==> src/hdl/rwpg_pkg.sv <==
// Shared types and constants for the rainbow wheel pixel generator.
`timescale 1ns / 1ps
`default_nettype none

package rwpg_pkg;

    // Register map: index taken from paddr[4:2]
    localparam int unsigned REG_IDX_W = 3;
    localparam logic [REG_IDX_W-1:0] REG_REVERSE_DIRECTION = 3'd0;
    localparam logic [REG_IDX_W-1:0] REG_GLOBAL_LEVEL      = 3'd1;
    localparam logic [REG_IDX_W-1:0] REG_NIGHT_LEVEL       = 3'd2;
    localparam logic [REG_IDX_W-1:0] REG_NIGHT_ENABLED     = 3'd3;
    localparam logic [REG_IDX_W-1:0] REG_STRIP_LENGTH      = 3'd4;

    localparam int unsigned PADDR_W  = 5;
    localparam int unsigned PDATA_W  = 32;
    localparam int unsigned LEVEL_W  = 8;
    localparam int unsigned LENGTH_W = 11;
    localparam int unsigned INDEX_W  = 10;
    localparam int unsigned CHAN_W   = 8;

    // Register reset values
    localparam logic                RST_REVERSE_DIRECTION = 1'b0;
    localparam logic [LEVEL_W-1:0]  RST_GLOBAL_LEVEL      = 8'd255;
    localparam logic [LEVEL_W-1:0]  RST_NIGHT_LEVEL       = 8'd64;
    localparam logic                RST_NIGHT_ENABLED     = 1'b0;
    localparam logic [LENGTH_W-1:0] RST_STRIP_LENGTH      = 11'd60;

    // Colour wheel segment bounds and full scale
    localparam logic [CHAN_W-1:0] WHEEL_SEG1 = 8'd85;
    localparam logic [CHAN_W-1:0] WHEEL_SEG2 = 8'd170;
    localparam logic [CHAN_W-1:0] CHAN_FULL  = 8'd255;

    // Input mode codes
    localparam logic MODE_RENDER  = 1'b0;
    localparam logic MODE_ADVANCE = 1'b1;

    // Configuration held by the register block
    typedef struct packed {
        logic                reverse_direction;
        logic [LEVEL_W-1:0]  global_level;
        logic [LEVEL_W-1:0]  night_level;
        logic                night_enabled;
        logic [LENGTH_W-1:0] strip_length;
    } t_cfg;

endpackage

`default_nettype wire

==> src/hdl/rainbow_wheel_pixel_generator_top.sv <==
// Top level of the rainbow wheel pixel generator: input register, colour stage, result register.
`timescale 1ns / 1ps
`default_nettype none

// Rainbow wheel pixel generator. Takes one transaction per clock unless stalled: a render
// transaction (i_mode 0) yields one pixel colour and a last-pixel flag via the input and result
// registers; an advance transaction (i_mode 1) yields no result and steps the hue offset by one,
// forward or backward, as it passes the colour stage. The block sustains that rate; it is set by
// the single colour stage between the input register and the result register, which holds the
// wheel lookup and one 8x8 brightness multiply per channel. Back-pressure on the result side
// stalls the input only when both registers are full. No clearing pass follows reset. The user
// must write registers over the APB-style port only while the block is idle; the block does not
// enforce this. MAX_LEDS caps the strip length used for the last-pixel test.
module rainbow_wheel_pixel_generator_top #(
    parameter int unsigned MAX_LEDS = 1024
) (
    input  wire logic                           i_clk,
    input  wire logic                           i_rst_n,
    // configuration port
    input  wire logic                           psel,
    input  wire logic                           penable,
    input  wire logic                           pwrite,
    input  wire logic [rwpg_pkg::PADDR_W-1:0]   paddr,
    input  wire logic [rwpg_pkg::PDATA_W-1:0]   pwdata,
    output logic      [rwpg_pkg::PDATA_W-1:0]   prdata,
    output logic                                pready,
    // input channel
    input  wire logic                           i_in_valid,
    output logic                                o_in_stall,
    input  wire logic                           i_mode,
    input  wire logic [rwpg_pkg::INDEX_W-1:0]   i_pixel_index,
    // output channel
    output logic                                o_out_valid,
    input  wire logic                           i_out_stall,
    output logic      [rwpg_pkg::CHAN_W-1:0]    o_red,
    output logic      [rwpg_pkg::CHAN_W-1:0]    o_green,
    output logic      [rwpg_pkg::CHAN_W-1:0]    o_blue,
    output logic                                o_last_pixel
);

    localparam int unsigned CMP_W = 17;
    localparam logic [CMP_W-1:0] MaxLen = CMP_W'(MAX_LEDS);

    rwpg_pkg::t_cfg cfg;

    logic                          r_in_valid;
    logic                          r_mode;
    logic [rwpg_pkg::INDEX_W-1:0]  r_idx;
    logic [rwpg_pkg::CHAN_W-1:0]   r_hue_offset;
    logic [rwpg_pkg::CHAN_W-1:0]   n_hue_offset;
    logic                          r_out_valid;
    logic [rwpg_pkg::CHAN_W-1:0]   r_red;
    logic [rwpg_pkg::CHAN_W-1:0]   r_green;
    logic [rwpg_pkg::CHAN_W-1:0]   r_blue;
    logic                          r_last;

    logic                          in_fire;
    logic                          out_free;
    logic                          s1_fire;
    logic                          s1_render;
    logic [rwpg_pkg::CHAN_W-1:0]   sum_pos;
    logic [rwpg_pkg::CHAN_W-1:0]   pos;
    logic [rwpg_pkg::LEVEL_W-1:0]  level;
    logic [CMP_W-1:0]              eff_len;
    logic                          last;
    logic [rwpg_pkg::CHAN_W-1:0]   c_red;
    logic [rwpg_pkg::CHAN_W-1:0]   c_green;
    logic [rwpg_pkg::CHAN_W-1:0]   c_blue;

    rwpg_cfg u_cfg (
        .i_clk   (i_clk),
        .i_rst_n (i_rst_n),
        .psel    (psel),
        .penable (penable),
        .pwrite  (pwrite),
        .paddr   (paddr),
        .pwdata  (pwdata),
        .prdata  (prdata),
        .pready  (pready),
        .o_cfg   (cfg)
    );

    // Handshake: an advance needs no result slot, a render needs a free result register
    assign out_free   = !r_out_valid || !i_out_stall;
    assign s1_fire    = r_in_valid && ((r_mode == rwpg_pkg::MODE_ADVANCE) || out_free);
    assign s1_render  = s1_fire && (r_mode == rwpg_pkg::MODE_RENDER);
    assign o_in_stall = r_in_valid && !s1_fire;
    assign in_fire    = i_in_valid && !o_in_stall;

    // Capture the input transaction
    always_ff @(posedge i_clk) begin
        if (!i_rst_n) begin
            r_in_valid <= 1'b0;
        end else if (in_fire) begin
            r_in_valid <= 1'b1;
        end else if (s1_fire) begin
            r_in_valid <= 1'b0;
        end
    end

    always_ff @(posedge i_clk) begin
        if (in_fire) begin
            r_mode <= i_mode;
            r_idx  <= i_pixel_index;
        end
    end

    // Step the hue offset on an advance
    always_comb begin
        n_hue_offset = r_hue_offset;
        if (s1_fire && (r_mode == rwpg_pkg::MODE_ADVANCE)) begin
            if (cfg.reverse_direction) begin
                n_hue_offset = r_hue_offset - 8'd1;
            end else begin
                n_hue_offset = r_hue_offset + 8'd1;
            end
        end
    end

    always_ff @(posedge i_clk) begin
        if (!i_rst_n) begin
            r_hue_offset <= '0;
        end else begin
            r_hue_offset <= n_hue_offset;
        end
    end

    // Form the wheel position, negated when running backward
    assign sum_pos = r_idx[rwpg_pkg::CHAN_W-1:0] + r_hue_offset;
    assign pos     = cfg.reverse_direction ? (8'd0 - sum_pos) : sum_pos;
    assign level   = cfg.night_enabled ? cfg.night_level : cfg.global_level;

    rwpg_color u_color (
        .i_pos   (pos),
        .i_level (level),
        .o_red   (c_red),
        .o_green (c_green),
        .o_blue  (c_blue)
    );

    // Flag the last pixel against the capped strip length
    assign eff_len = (CMP_W'(cfg.strip_length) > MaxLen) ? MaxLen : CMP_W'(cfg.strip_length);
    assign last    = (eff_len != '0) && (CMP_W'(r_idx) == (eff_len - CMP_W'(1)));

    // Load the result register, drop it once taken
    always_ff @(posedge i_clk) begin
        if (!i_rst_n) begin
            r_out_valid <= 1'b0;
        end else if (s1_render) begin
            r_out_valid <= 1'b1;
        end else if (!i_out_stall) begin
            r_out_valid <= 1'b0;
        end
    end

    always_ff @(posedge i_clk) begin
        if (s1_render) begin
            r_red   <= c_red;
            r_green <= c_green;
            r_blue  <= c_blue;
            r_last  <= last;
        end
    end

    assign o_out_valid  = r_out_valid;
    assign o_red        = r_red;
    assign o_green      = r_green;
    assign o_blue       = r_blue;
    assign o_last_pixel = r_last;

    // A stall on the input only ever comes from a blocked render
    a_stall_cause: assert property (@(posedge i_clk) disable iff (!i_rst_n)
        o_in_stall |-> (r_in_valid && r_out_valid && i_out_stall
                        && (r_mode == rwpg_pkg::MODE_RENDER)))
        else $error("input stalled without a blocked render");

    // A render leaving the colour stage is always presented next cycle
    a_render_out: assert property (@(posedge i_clk) disable iff (!i_rst_n)
        s1_render |=> o_out_valid)
        else $error("render transaction lost");

    // An advance moves the offset by exactly one step
    a_advance_step: assert property (@(posedge i_clk) disable iff (!i_rst_n)
        (s1_fire && (r_mode == rwpg_pkg::MODE_ADVANCE)) |=>
        ((r_hue_offset == $past(r_hue_offset) + 8'd1)
         || (r_hue_offset == $past(r_hue_offset) - 8'd1)))
        else $error("hue offset step wrong");

    // The offset holds when no advance passes
    a_offset_hold: assert property (@(posedge i_clk) disable iff (!i_rst_n)
        !(s1_fire && (r_mode == rwpg_pkg::MODE_ADVANCE)) |=> $stable(r_hue_offset))
        else $error("hue offset changed without an advance");

endmodule

`default_nettype wire

==> src/hdl/rwpg_cfg.sv <==
// APB-style configuration registers of the rainbow wheel pixel generator.
`timescale 1ns / 1ps
`default_nettype none

module rwpg_cfg (
    input  wire logic                          i_clk,
    input  wire logic                          i_rst_n,
    input  wire logic                          psel,
    input  wire logic                          penable,
    input  wire logic                          pwrite,
    input  wire logic [rwpg_pkg::PADDR_W-1:0]  paddr,
    input  wire logic [rwpg_pkg::PDATA_W-1:0]  pwdata,
    output logic      [rwpg_pkg::PDATA_W-1:0]  prdata,
    output logic                               pready,
    output rwpg_pkg::t_cfg                     o_cfg
);

    rwpg_pkg::t_cfg                     r_cfg;
    rwpg_pkg::t_cfg                     n_cfg;
    logic [rwpg_pkg::REG_IDX_W-1:0]     reg_idx;
    logic                               wr_en;

    assign pready  = 1'b1;
    assign reg_idx = paddr[rwpg_pkg::PADDR_W-1:2];
    assign wr_en   = psel & penable & pwrite;

    // Decode the write and mask data to register width
    always_comb begin
        n_cfg = r_cfg;
        if (wr_en) begin
            case (reg_idx)
                rwpg_pkg::REG_REVERSE_DIRECTION: n_cfg.reverse_direction = pwdata[0];
                rwpg_pkg::REG_GLOBAL_LEVEL:
                    n_cfg.global_level = pwdata[rwpg_pkg::LEVEL_W-1:0];
                rwpg_pkg::REG_NIGHT_LEVEL:
                    n_cfg.night_level = pwdata[rwpg_pkg::LEVEL_W-1:0];
                rwpg_pkg::REG_NIGHT_ENABLED:     n_cfg.night_enabled = pwdata[0];
                rwpg_pkg::REG_STRIP_LENGTH:
                    n_cfg.strip_length = pwdata[rwpg_pkg::LENGTH_W-1:0];
                default: n_cfg = r_cfg;
            endcase
        end
    end

    // Hold the registers, load reset values
    always_ff @(posedge i_clk) begin
        if (!i_rst_n) begin
            r_cfg.reverse_direction <= rwpg_pkg::RST_REVERSE_DIRECTION;
            r_cfg.global_level      <= rwpg_pkg::RST_GLOBAL_LEVEL;
            r_cfg.night_level       <= rwpg_pkg::RST_NIGHT_LEVEL;
            r_cfg.night_enabled     <= rwpg_pkg::RST_NIGHT_ENABLED;
            r_cfg.strip_length      <= rwpg_pkg::RST_STRIP_LENGTH;
        end else begin
            r_cfg <= n_cfg;
        end
    end

    // Return the addressed register, zero extended
    always_comb begin
        case (reg_idx)
            rwpg_pkg::REG_REVERSE_DIRECTION:
                prdata = rwpg_pkg::PDATA_W'(r_cfg.reverse_direction);
            rwpg_pkg::REG_GLOBAL_LEVEL: prdata = rwpg_pkg::PDATA_W'(r_cfg.global_level);
            rwpg_pkg::REG_NIGHT_LEVEL:  prdata = rwpg_pkg::PDATA_W'(r_cfg.night_level);
            rwpg_pkg::REG_NIGHT_ENABLED:
                prdata = rwpg_pkg::PDATA_W'(r_cfg.night_enabled);
            rwpg_pkg::REG_STRIP_LENGTH: prdata = rwpg_pkg::PDATA_W'(r_cfg.strip_length);
            default:                    prdata = '0;
        endcase
    end

    assign o_cfg = r_cfg;

endmodule

`default_nettype wire

==> src/hdl/rwpg_color.sv <==
// Colour wheel lookup and brightness scaling for one wheel position.
`timescale 1ns / 1ps
`default_nettype none

module rwpg_color (
    input  wire logic [rwpg_pkg::CHAN_W-1:0]  i_pos,
    input  wire logic [rwpg_pkg::LEVEL_W-1:0] i_level,
    output logic      [rwpg_pkg::CHAN_W-1:0]  o_red,
    output logic      [rwpg_pkg::CHAN_W-1:0]  o_green,
    output logic      [rwpg_pkg::CHAN_W-1:0]  o_blue
);

    // Scale c by level/255, floored; x/255 == (x + (x >> 8) + 1) >> 8 for x up to 255*255
    function automatic logic [rwpg_pkg::CHAN_W-1:0] scale_chan(
        input logic [rwpg_pkg::CHAN_W-1:0]  c,
        input logic [rwpg_pkg::LEVEL_W-1:0] level
    );
        logic [15:0] prod;
        logic [16:0] sum;
        prod = 16'(c) * 16'(level);
        sum  = 17'(prod) + 17'(prod[15:8]) + 17'd1;
        return sum[15:8];
    endfunction

    logic [rwpg_pkg::CHAN_W-1:0] w;
    logic [rwpg_pkg::CHAN_W-1:0] v;
    logic [9:0]                  v3;
    logic [rwpg_pkg::CHAN_W-1:0] ramp;
    logic [rwpg_pkg::CHAN_W-1:0] wr;
    logic [rwpg_pkg::CHAN_W-1:0] wg;
    logic [rwpg_pkg::CHAN_W-1:0] wb;

    // Pick the wheel segment and its local ramp value
    always_comb begin
        w = rwpg_pkg::CHAN_FULL - i_pos;
        if (w < rwpg_pkg::WHEEL_SEG1) begin
            v = w;
        end else if (w < rwpg_pkg::WHEEL_SEG2) begin
            v = w - rwpg_pkg::WHEEL_SEG1;
        end else begin
            v = w - rwpg_pkg::WHEEL_SEG2;
        end
        v3   = {1'b0, v, 1'b0} + {2'b00, v};
        ramp = v3[rwpg_pkg::CHAN_W-1:0];

        if (w < rwpg_pkg::WHEEL_SEG1) begin
            wr = rwpg_pkg::CHAN_FULL - ramp;
            wg = '0;
            wb = ramp;
        end else if (w < rwpg_pkg::WHEEL_SEG2) begin
            wr = '0;
            wg = ramp;
            wb = rwpg_pkg::CHAN_FULL - ramp;
        end else begin
            wr = ramp;
            wg = rwpg_pkg::CHAN_FULL - ramp;
            wb = '0;
        end
    end

    // Apply brightness per channel
    assign o_red   = scale_chan(wr, i_level);
    assign o_green = scale_chan(wg, i_level);
    assign o_blue  = scale_chan(wb, i_level);

endmodule

`default_nettype wire
==> config.mk <==
export PLATFORM = sky130hd
export DESIGN_NAME = rainbow_wheel_pixel_generator_top
export DESIGN_NICKNAME = d
export VERILOG_FILES = /design/src/hdl/rwpg_pkg.sv /design/src/hdl/rainbow_wheel_pixel_generator_top.sv /design/src/hdl/rwpg_cfg.sv /design/src/hdl/rwpg_color.sv
export SDC_FILE = /design/constraint.sdc
export NUM_CORES = 1
export LEC_CHECK = 0
export BUFFER_PORTS_ARGS = -buffer_cell sky130_fd_sc_hd__buf_4
export CORE_UTILIZATION = 63
export DETAILED_ROUTE_END_ITERATION = 7
export PLACE_DENSITY = 0.83
export SLEW_MARGIN = 0
export SYNTH_ARGS = -nofsm -noshare
export SYNTH_HDL_FRONTEND = slang
export SYNTH_HIERARCHICAL = 1
export SYNTH_SLANG_ARGS = --single-unit
==> constraint.sdc <==
create_clock -name i_clk -period 14.7 [get_ports i_clk]
set_input_delay 0.735 -clock i_clk [delete_from_list [all_inputs] [get_ports i_clk]]
set_output_delay 0.735 -clock i_clk [all_outputs]
set_load 0.05 [all_outputs]
==> results.json, run 1 <==
{
  "run_status": "complete, no violations",
  "clock_pin_transition_on_the_worst_setup_and_hold_timing_paths_ps": 70,
  "postSynth.asyncResetShare_pct": 0,
  "first_iter_violations": 951,
  "clkSinkCount": 75,
  "drtAntennaViolNets": 0,
  "area.sequential_sq_um": 1860,
  "area_growth_from_synthesis_to_layout_pct": 5.60,
  "min_period_over_period_pct": 86.1,
  "area_occupied_by_multi_input_gates_sq_um": 11100,
  "critPathArrivalTime_ps": 12770,
  "nets": 2063,
  "grt_antenna_before_repair": 0,
  "finalSetupTns_ps": 0,
  "cp-start-kind": "register",
  "fin_crit_ps": 12660,
  "clk_latency_ps": 360,
  "setup.worst_path.end_class": "register",
  "clk_path_buf_depth": 2,
  "number_of_synthesized_flops_with_an_enable_pin": 36,
  "rsz0062_at_grt": "false",
  "post-synth-top-count-cell": "inv_1",
  "critPathLaunch": "r_idx[0]$_DFFE_PP_",
  "slowest_delay_ps": 1040,
  "synth_top_cells_by_count": "inv_1 (192), nand2_1 (169), ha_1 (152)",
  "count_of_synthesis_stage_warnings_from_yosys": 6,
  "cts_resized": 0,
  "setup_violations": 0,
  "clk_root_buffer_cell": "clkbuf_16",
  "design_area_sq_um": 14900,
  "num_vias": 12700,
  "worst_min_delay_path_category": "register to register",
  "timing.max_cap.violations": 0,
  "sum_of_net_half_perimeters_after_detailed_placement_microns": 26800,
  "timing.fmax_mhz": 79.0,
  "timing.hold.ws_ps": 475,
  "largest_net_degree_at_the_start_of_global_routing": 44,
  "die-area_sq_um": 23000,
  "critical_path_required_ps": 14810,
  "post_synth.cell_area_avg_sq_um": 8.15,
  "synth_largest_type_area_fraction_pct": 15.6,
  "remaining_drc_errors": 0,
  "floorplan.initialDensity_pct": 64.6,
  "criticalPathCategory": "register to register",
  "grt_first_pass_wirelength_microns": 59100,
  "holdCritStartpoint": "u_cfg/o_cfg[19]$_SDFFE_PN0P_",
  "routabilityCongestion": 0.919,
  "post_synth_main_area_contributors": "fa_1 (16%), ha_1 (13%), edfxtp_1 (7.6%)",
  "maxSlewViolCount": 0,
  "design.core.area_sq_um": 21900,
  "numCtsBuffers": 9,
  "timing.slew.headroom_pct": 13.5,
  "wirelength_microns": 35100,
  "number_of_library_cell_types_mapped_by_synthesis": 108,
  "synthesis.area_sq_um": 14100,
  "global_route.usage.total_pct": 30.8,
  "cts_post_setup_buffers_inserted": 0,
  "yosys_most_used_dff": "dfxtp_1",
  "yosysSeqAreaShare_pct": 13.2,
  "max_slew.worst_pin.slew_ps": 1290,
  "post_synth_inst_count": 1734,
  "clock_tree.htree_level_count": 3,
  "boundaryPins": 115,
  "critPathMaxFanout": 21,
  "antenna-diode-count": 0,
  "placedInstanceArea_sq_um": 14600,
  "viasPerCell": 6.27,
  "most_used_cell_along_the_critical_path": "inv_1",
  "critical_path.reg2reg.startpoint": "r_idx[0]$_DFFE_PP_",
  "grt_overflow": 0,
  "cts.hold.buffers_added": 0,
  "ys_ff_latch": 75,
  "fillerInstances": 1802,
  "vias_in_the_first_global_route": 12300,
  "timing.clock.skew_ps": 14.5,
  "routedWlPerCell_microns": 17.3,
  "detailedRoute.firstPassIterationCount": 6,
  "final_layout_size_suffix_gt1_share_pct": 8.91,
  "tritoncts": "yes",
  "die_x_microns": 152,
  "final-hold-violation-count": 0,
  "placement_row_count": 54,
  "io_buffer_count": 69,
  "critical-path-slowest-cell": "xnor2_1",
  "floorplan.die.height_microns": 152,
  "synth.largest_area_cell": "fa_1"
}
[flip-flops by register name, indices dropped and copies added (netlist names)]
register and cells:
u_cfg/o_cfg 29, o_last_pixel 1, o_red 8, r_mode 1
o_blue 8, r_hue_offset 8, o_green 8, o_out_valid 1
r_in_valid 1, r_idx 10
[stage by stage]
stage / util, % / setup slack [ps] / std cells
detailed placement: 66.9 / 2320 / 2015
global placement: 66.9 / 2540 / 2015
floorplan: - / 4080 / 1754
global route: 68.2 / 1240 / 2031
CTS: 68.2 / 2290 / 2031
finish: 68.2 / 2040 / 2031
[final timing paths]
path                                        to  slack (ps)  depth (start not counted)
setup / recovery            o_red[6]$_DFFE_PP_        2040                         40
hold / removal    u_cfg/o_cfg[19]$_SDFFE_PN0P_         470                          2
hold reg to reg   u_cfg/o_cfg[19]$_SDFFE_PN0P_         470                          2
setup reg to reg            o_red[6]$_DFFE_PP_        2040                         40
[layer usage]
metal  GRT usage, %  routed length, microns  vias up
met3           5.65                    2850       87
met2           51.5                   16500      546
met4           12.1                    1120        0
met5              0                       0        -
li1               -                       -     6044
met1           39.4                   14600     6063
[area by class of cell]
class	instances	area share (%)
clock buffers	9	1.51
repair buffers	78	3.92
multi-input cells	1385	74.4
well taps	280	2.35
inverters	197	4.99
flip-flops and latches	75	12.5
clock inverters	7	0.377
[cell families after synthesis]
logic type / count (synthesis) / synth area share (%)
xor gates and xnor gates: 86 / 5.58
other: 2 / 0.0531
and+or+nand+nor: 608 / 22.0
DFF: 75 / 13.2
adders and majority gates: 263 / 29.1
buffers and inverters: 294 / 8.95
muxes: 43 / 3.23
AOI/OAI and AO/OA: 363 / 17.9
[cells in the final DEF, fill, tap and decap left out, types with 12 or more instances in the layout]
master	count
edfxtp_1	36
nand2b_1	14
and3_1	20
xnor2_1	63
nor3_1	56
nand2_1	169
nor2_1	131
nand3_1	40
ha_1	152
inv_1	192
nor2b_1	12
fa_1	110
a21oi_1	61
conb_1	22
nand4_1	27
a21o_1	19
a211oi_1	14
buf_4	78
mux2i_1	30
o21ai_0	94
o211ai_1	19
or3_1	16
and2_1	67
o21a_1	12
dfxtp_1	39
xor2_1	19
[critical path: cells and delay by family (launching register included)]
| kind | cells | cell delay, ps |
|---|---|---|
| AO/OA/AOI/OAI | 15 | 3460 |
| XOR/XNOR | 4 | 2090 |
| adder cells (fa/ha/maj) | 9 | 3810 |
| buffers and inverters | 6 | 820 |
| flip-flops | 1 | 470 |
| multiplexers | 1 | 510 |
| AND/OR/NAND/NOR | 5 | 1250 |
Power of run 1 is not shown: default switching activity piles up to over one toggle a cycle in this logic, so the estimate is an artifact.
==> inputs of run 2 (changes only) <==
Settings changed: CTS_CLUSTER_DIAMETER from default to 40, GPL_TIMING_DRIVEN from default to 0.
==> run 2 against run 1 <==
Effect of this change:
- non-clock buffer count grew 87
- via count is 4.7% higher
- design area is 3.1% higher
- maximum frequency increased by 2.1%
- register-to-register slack improved by 260 ps
- die area did not move
- critical path depth down 1
- cell count increased by 4.3%
==> results.json, run 2 (same netlist as run 1, synthesis figures left out) <==
{
  "worst_min_delay_path_category": "register to register",
  "grt_overflow": 0,
  "critical_path_required_ps": 14800,
  "min_period_over_period_pct": 84.4,
  "boundaryPins": 115,
  "wirelength_microns": 40200,
  "clock_tree.htree_level_count": 3,
  "fin_crit_ps": 12410,
  "first_iter_violations": 1311,
  "remaining_drc_errors": 0,
  "die_x_microns": 152,
  "rsz0062_at_grt": "false",
  "critPathMaxFanout": 10,
  "finalSetupTns_ps": 0,
  "largest_reg_flops": 29,
  "cts_post_setup_buffers_inserted": 0,
  "most-common-layout-cells": "inv_1 (192), nand2_1 (169), ha_1 (152)",
  "largest_net_degree_at_the_start_of_global_routing": 25,
  "timing.slew.headroom_pct": 18.5,
  "criticalPathCategory": "register to register",
  "setup_violations": 0,
  "final-hold-violation-count": 0,
  "final_layout_size_suffix_gt1_share_pct": 10.2,
  "vias_in_the_first_global_route": 12800,
  "tritoncts": "yes",
  "grt_antenna_before_repair": 0,
  "timing.max_cap.violations": 0,
  "critPathArrivalTime_ps": 12510,
  "floorplan.initialDensity_pct": 64.6,
  "grt_first_pass_wirelength_microns": 65500,
  "clk_latency_ps": 360,
  "critical-path-slowest-cell": "o21ai_0",
  "num_vias": 13300,
  "io_buffer_count": 67,
  "most_used_cell_along_the_critical_path": "fa_1",
  "timing.fmax_mhz": 80.6,
  "clk_path_buf_depth": 2,
  "clkSinkCount": 75,
  "clock_pin_transition_on_the_worst_setup_and_hold_timing_paths_ps": 80,
  "numCtsBuffers": 9,
  "detailedRoute.firstPassIterationCount": 5,
  "cts_resized": 0,
  "antenna-diode-count": 0,
  "max_slew.worst_pin.slew_ps": 1210,
  "design.core.area_sq_um": 21900,
  "placement_row_count": 54,
  "setup.worst_path.end_class": "register",
  "mostFrequentLayoutCell": "inv_1",
  "sum_of_net_half_perimeters_after_detailed_placement_microns": 31400,
  "timing.clock.skew_ps": 11.3,
  "nets": 2150,
  "viasPerCell": 6.30,
  "clk_root_buffer_cell": "clkbuf_16",
  "drtAntennaViolNets": 0,
  "routedWlPerCell_microns": 19.0,
  "slowest_delay_ps": 580,
  "run_status": "complete, no violations",
  "cp-start-kind": "register",
  "global_route.usage.total_pct": 35.2,
  "maxSlewViolCount": 0,
  "floorplan.die.height_microns": 152,
  "area_growth_from_synthesis_to_layout_pct": 8.87,
  "routabilityCongestion": 0.999,
  "cts.hold.buffers_added": 0,
  "die-area_sq_um": 23000
}
-- run 2: cell count changes in the layout (fill, tap and decap cells not counted), moves of 4 or more --
cell	delta
buf_1	+4
buf_2	+11
buf_6	+7
buf_4	+13
clkbuf_1	+51
-- run 2: layout make-up --
| cell class | count | area, sq um |
|---|---|---|
| clock inverters | 7 | 68.8 |
| repair buffers | 68 | 523 |
| plain buffers | 97 | 520 |
| well taps | 280 | 350 |
| fillers | 1764 | 6500 |
| clock buffers | 9 | 225 |
| flip-flops and latches | 75 | 1860 |
| inverters | 197 | 744 |
| multi-input cells | 1385 | 11100 |
-- run 2: per-stage QoR --
| stage | cells | setup slack (ps) | hold WS [ps] | utilization (%) | cell area [sq um] |
|---|---|---|---|---|---|
| 3_3_place_gp | 2101 | 2630 | 456 | 68.8 | 15100 |
| 3_5_place_dp | 2102 | 2540 | 478 | 69.0 | 15100 |
| 4_1_cts | 2118 | 2490 | 489 | 70.3 | 15400 |
| 2_1_floorplan | 1754 | 4080 | 444 | - | 14200 |
| 5_1_grt | 2118 | 1440 | 503 | 70.3 | 15400 |
| 6_report | 2118 | 2290 | 489 | 70.3 | 15400 |
-- run 2: final timing paths --
check | startpoint | end | slack [ps] | cells past startpoint
max reg2reg | r_idx[0]$_DFFE_PP_ | o_green[2]$_DFFE_PP_ | 2290 | 39
min reg2reg | u_cfg/o_cfg[15]$_SDFFE_PN0P_ | u_cfg/o_cfg[15]$_SDFFE_PN0P_ | 490 | 2
min | u_cfg/o_cfg[15]$_SDFFE_PN0P_ | u_cfg/o_cfg[15]$_SDFFE_PN0P_ | 490 | 2
max | r_idx[0]$_DFFE_PP_ | o_green[2]$_DFFE_PP_ | 2290 | 39
-- run 2: routing by layer --
layer,vias to the layer above,part of all wire [%],routed length (microns),global-route usage (%)
li1,6223,-,-,-
met1,6328,42,16800,48.0
met2,670,44,17800,54.6
met3,120,9.8,3960,6.73
met4,0,4.1,1640,14.9
met5,-,0,0,0
-- run 2: critical path, delay by kind of cell, from the launching register on --
| kind | cells | cell delay, ps |
|---|---|---|
| AO/OA/AOI/OAI | 12 | 3670 |
| AND/OR/NAND/NOR | 7 | 1790 |
| adder cells (fa/ha/maj) | 10 | 3990 |
| buffers and inverters | 6 | 1510 |
| XOR/XNOR | 4 | 760 |
| flip-flops | 1 | 440 |
Power of run 2 is left out for the same reason.
==> inputs of run 3 (changes only) <==
Settings changed: CORE_UTILIZATION 63 to 57, PLACE_DENSITY 0.83 to 0.79.
Clock period 14.7 ns to 10.7 ns, I/O delays scaled along.
==> run 3 against run 2 <==
Effect of this change:
- the flow now finishes with violations (setup timing)
- die area up 10%
- critical path depth up 2
- largest cell class unchanged
- non-clock buffer count up 60
- global-route usage down 2.8 points
- clock-buffer cell count unchanged
- register-to-register slack worse by 2300 ps
==> results.json, run 3 (same netlist as run 1, synthesis figures left out) <==
{
  "sum_of_net_half_perimeters_after_detailed_placement_microns": 30800,
  "timing.fmax_mhz": 93.4,
  "grt_antenna_before_repair": 0,
  "largest_reg_flops": 29,
  "boundaryPins": 115,
  "tritoncts": "yes",
  "first_iter_violations": 1545,
  "most-common-layout-cells": "inv_1 (187), nand2_1 (164), buf_4 (150)",
  "violations_in_the_final_reports": "setup timing",
  "grt_overflow": 0,
  "clock_tree.htree_level_count": 3,
  "io_buffer_count": 67,
  "worst_hold_path.endpoint": "r_idx[9]$_DFFE_PP_",
  "rsz0062_at_grt": "true",
  "clkSinkCount": 75,
  "design.core.area_sq_um": 24300,
  "final-hold-violation-count": 0,
  "critical-path-slowest-cell": "fa_2",
  "clk_path_buf_depth": 2,
  "cts.hold.buffers_added": 0,
  "critical_path.reg2reg.startpoint": "r_idx[0]$_DFFE_PP_",
  "clk_latency_ps": 370,
  "cp-start-kind": "register",
  "critPathMaxFanout": 9,
  "num_vias": 13800,
  "global_route.usage.total_pct": 32.4,
  "area_growth_from_synthesis_to_layout_pct": 18.7,
  "floorplan.die.height_microns": 159,
  "setup.worst_path.end_class": "register",
  "worstHoldPathCells": 1,
  "grt_first_pass_wirelength_microns": 66500,
  "r2r_slack_ps": -6,
  "largest_net_degree_at_the_start_of_global_routing": 25,
  "remaining_drc_errors": 0,
  "die_x_microns": 159,
  "crit-reg2reg-capture": "o_red[6]$_DFFE_PP_",
  "nets": 2210,
  "maxSlewViolCount": 0,
  "viasPerCell": 6.22,
  "detailedRoute.firstPassIterationCount": 6,
  "timing.max_cap.violations": 0,
  "drtAntennaViolNets": 0,
  "mostFrequentLayoutCell": "inv_1",
  "holdCritStartpoint": "i_pixel_index[9]",
  "min_period_over_period_pct": 100,
  "routedWlPerCell_microns": 19.5,
  "timing.clock.skew_ps": 14.8,
  "slowest_delay_ps": 570,
  "numCtsBuffers": 9,
  "die-area_sq_um": 25400,
  "floorplan.initialDensity_pct": 58.1,
  "setup_violations": 1,
  "vias_in_the_first_global_route": 13200,
  "run_status": "complete, but fails checks",
  "placement_row_count": 57,
  "most_used_cell_along_the_critical_path": "inv_1",
  "worst_min_delay_path_category": "primary input to register",
  "fin_util_pct": 69.0,
  "critPathArrivalTime_ps": 10810,
  "ff2ff_path_depth": 41,
  "worst_slack_ps": -5.79,
  "criticalPathCategory": "register to register",
  "final_layout_size_suffix_gt1_share_pct": 18.8,
  "critical_path_required_ps": 10810,
  "timing.slew.headroom_pct": 30.7,
  "clk_root_buffer_cell": "clkbuf_16",
  "routabilityCongestion": 1.02,
  "fin_crit_ps": 10710,
  "max_slew.worst_pin.slew_ps": 1030,
  "wirelength_microns": 43200,
  "clock_pin_transition_on_the_worst_setup_and_hold_timing_paths_ps": 90
}
run 3: cell count changes in the layout (fill, tap and decap cells not counted), moves of 6 or more:
cell and delta:
buf_4 +59, clkbuf_1 -14, ha_1 -11, ha_4 +6
nor2_1 -6, o21ai_0 -9, xnor2_1 -10, xnor2_2 +7
xor2_1 -6, xor2_2 +6
run 3: how the worst max path moves through the flow:
stage                             startpoint                    to  slack (ps)  depth (start not counted)
after floorplan           r_idx[0]$_DFFE_PP_  o_green[2]$_DFFE_PP_          80                         41
after global placement    r_idx[0]$_DFFE_PP_    o_red[2]$_DFFE_PP_       -1550                         39
after detailed placement  r_idx[0]$_DFFE_PP_    o_red[2]$_DFFE_PP_       -1720                         41
after CTS                 r_idx[0]$_DFFE_PP_    o_red[6]$_DFFE_PP_           4                         42
after global routing      r_idx[0]$_DFFE_PP_    o_red[5]$_DFFE_PP_        -330                         42
final                     r_idx[0]$_DFFE_PP_    o_red[6]$_DFFE_PP_          -6                         41
run 3: worst max-delay path: cells and delay by family, from the launching register on:
family	cells	cell delay, ps
AOI/OAI and AO/OA	12	3220
xor gates and xnor gates	1	150
adders and majority gates	11	4200
buffers and inverters	6	600
DFF	1	400
muxes	1	280
and+or+nand+nor	10	1610
run 3: area by class of cell:
| cell class | instances | area [sq um] |
|---|---|---|
| clock buffers | 9 | 225 |
| plain buffers | 94 | 598 |
| repair buffers | 131 | 1030 |
| diodes | 1 | 2.50 |
| flip-flops and latches | 75 | 1860 |
| fillers | 1846 | 7530 |
| multi-input cells | 1385 | 11900 |
| inverters | 197 | 749 |
| well taps | 324 | 405 |
| clock inverters | 7 | 65.1 |
run 3: layer usage:
layer	up-vias	GRT usage (%)	wire length, microns
li1	6330	-	-
met4	0	12.5	1790
met2	803	53.1	20000
met3	166	5.89	3890
met5	-	0	0
met1	6523	42.5	17600
run 3: metrics by stage:
stage	TNS [ps]	instances	setup WS, ps	hold slack, ps	area [sq um]
detailed placement	-33720	2146	-1720	471	15200
floorplan	0	1754	75.5	444	14200
global route	-4940	2222	-332	328	16800
finish	-5.79	2223	-5.79	340	16800
CTS	0	2182	3.65	331	15900
global placement	-30620	2145	-1550	459	15100
run 3: timing repair:
| item | in CTS | in global routing |
|---|---|---|
| gates cloned | 0 | 1 |
| pin swaps | 13 | 52 |
| gates resized for setup | 72 | 121 |
| endpoints found under the setup margin | 24 | 24 |
| setup buffers | 22 | 40 |
Power of run 3 is left out for the same reason.
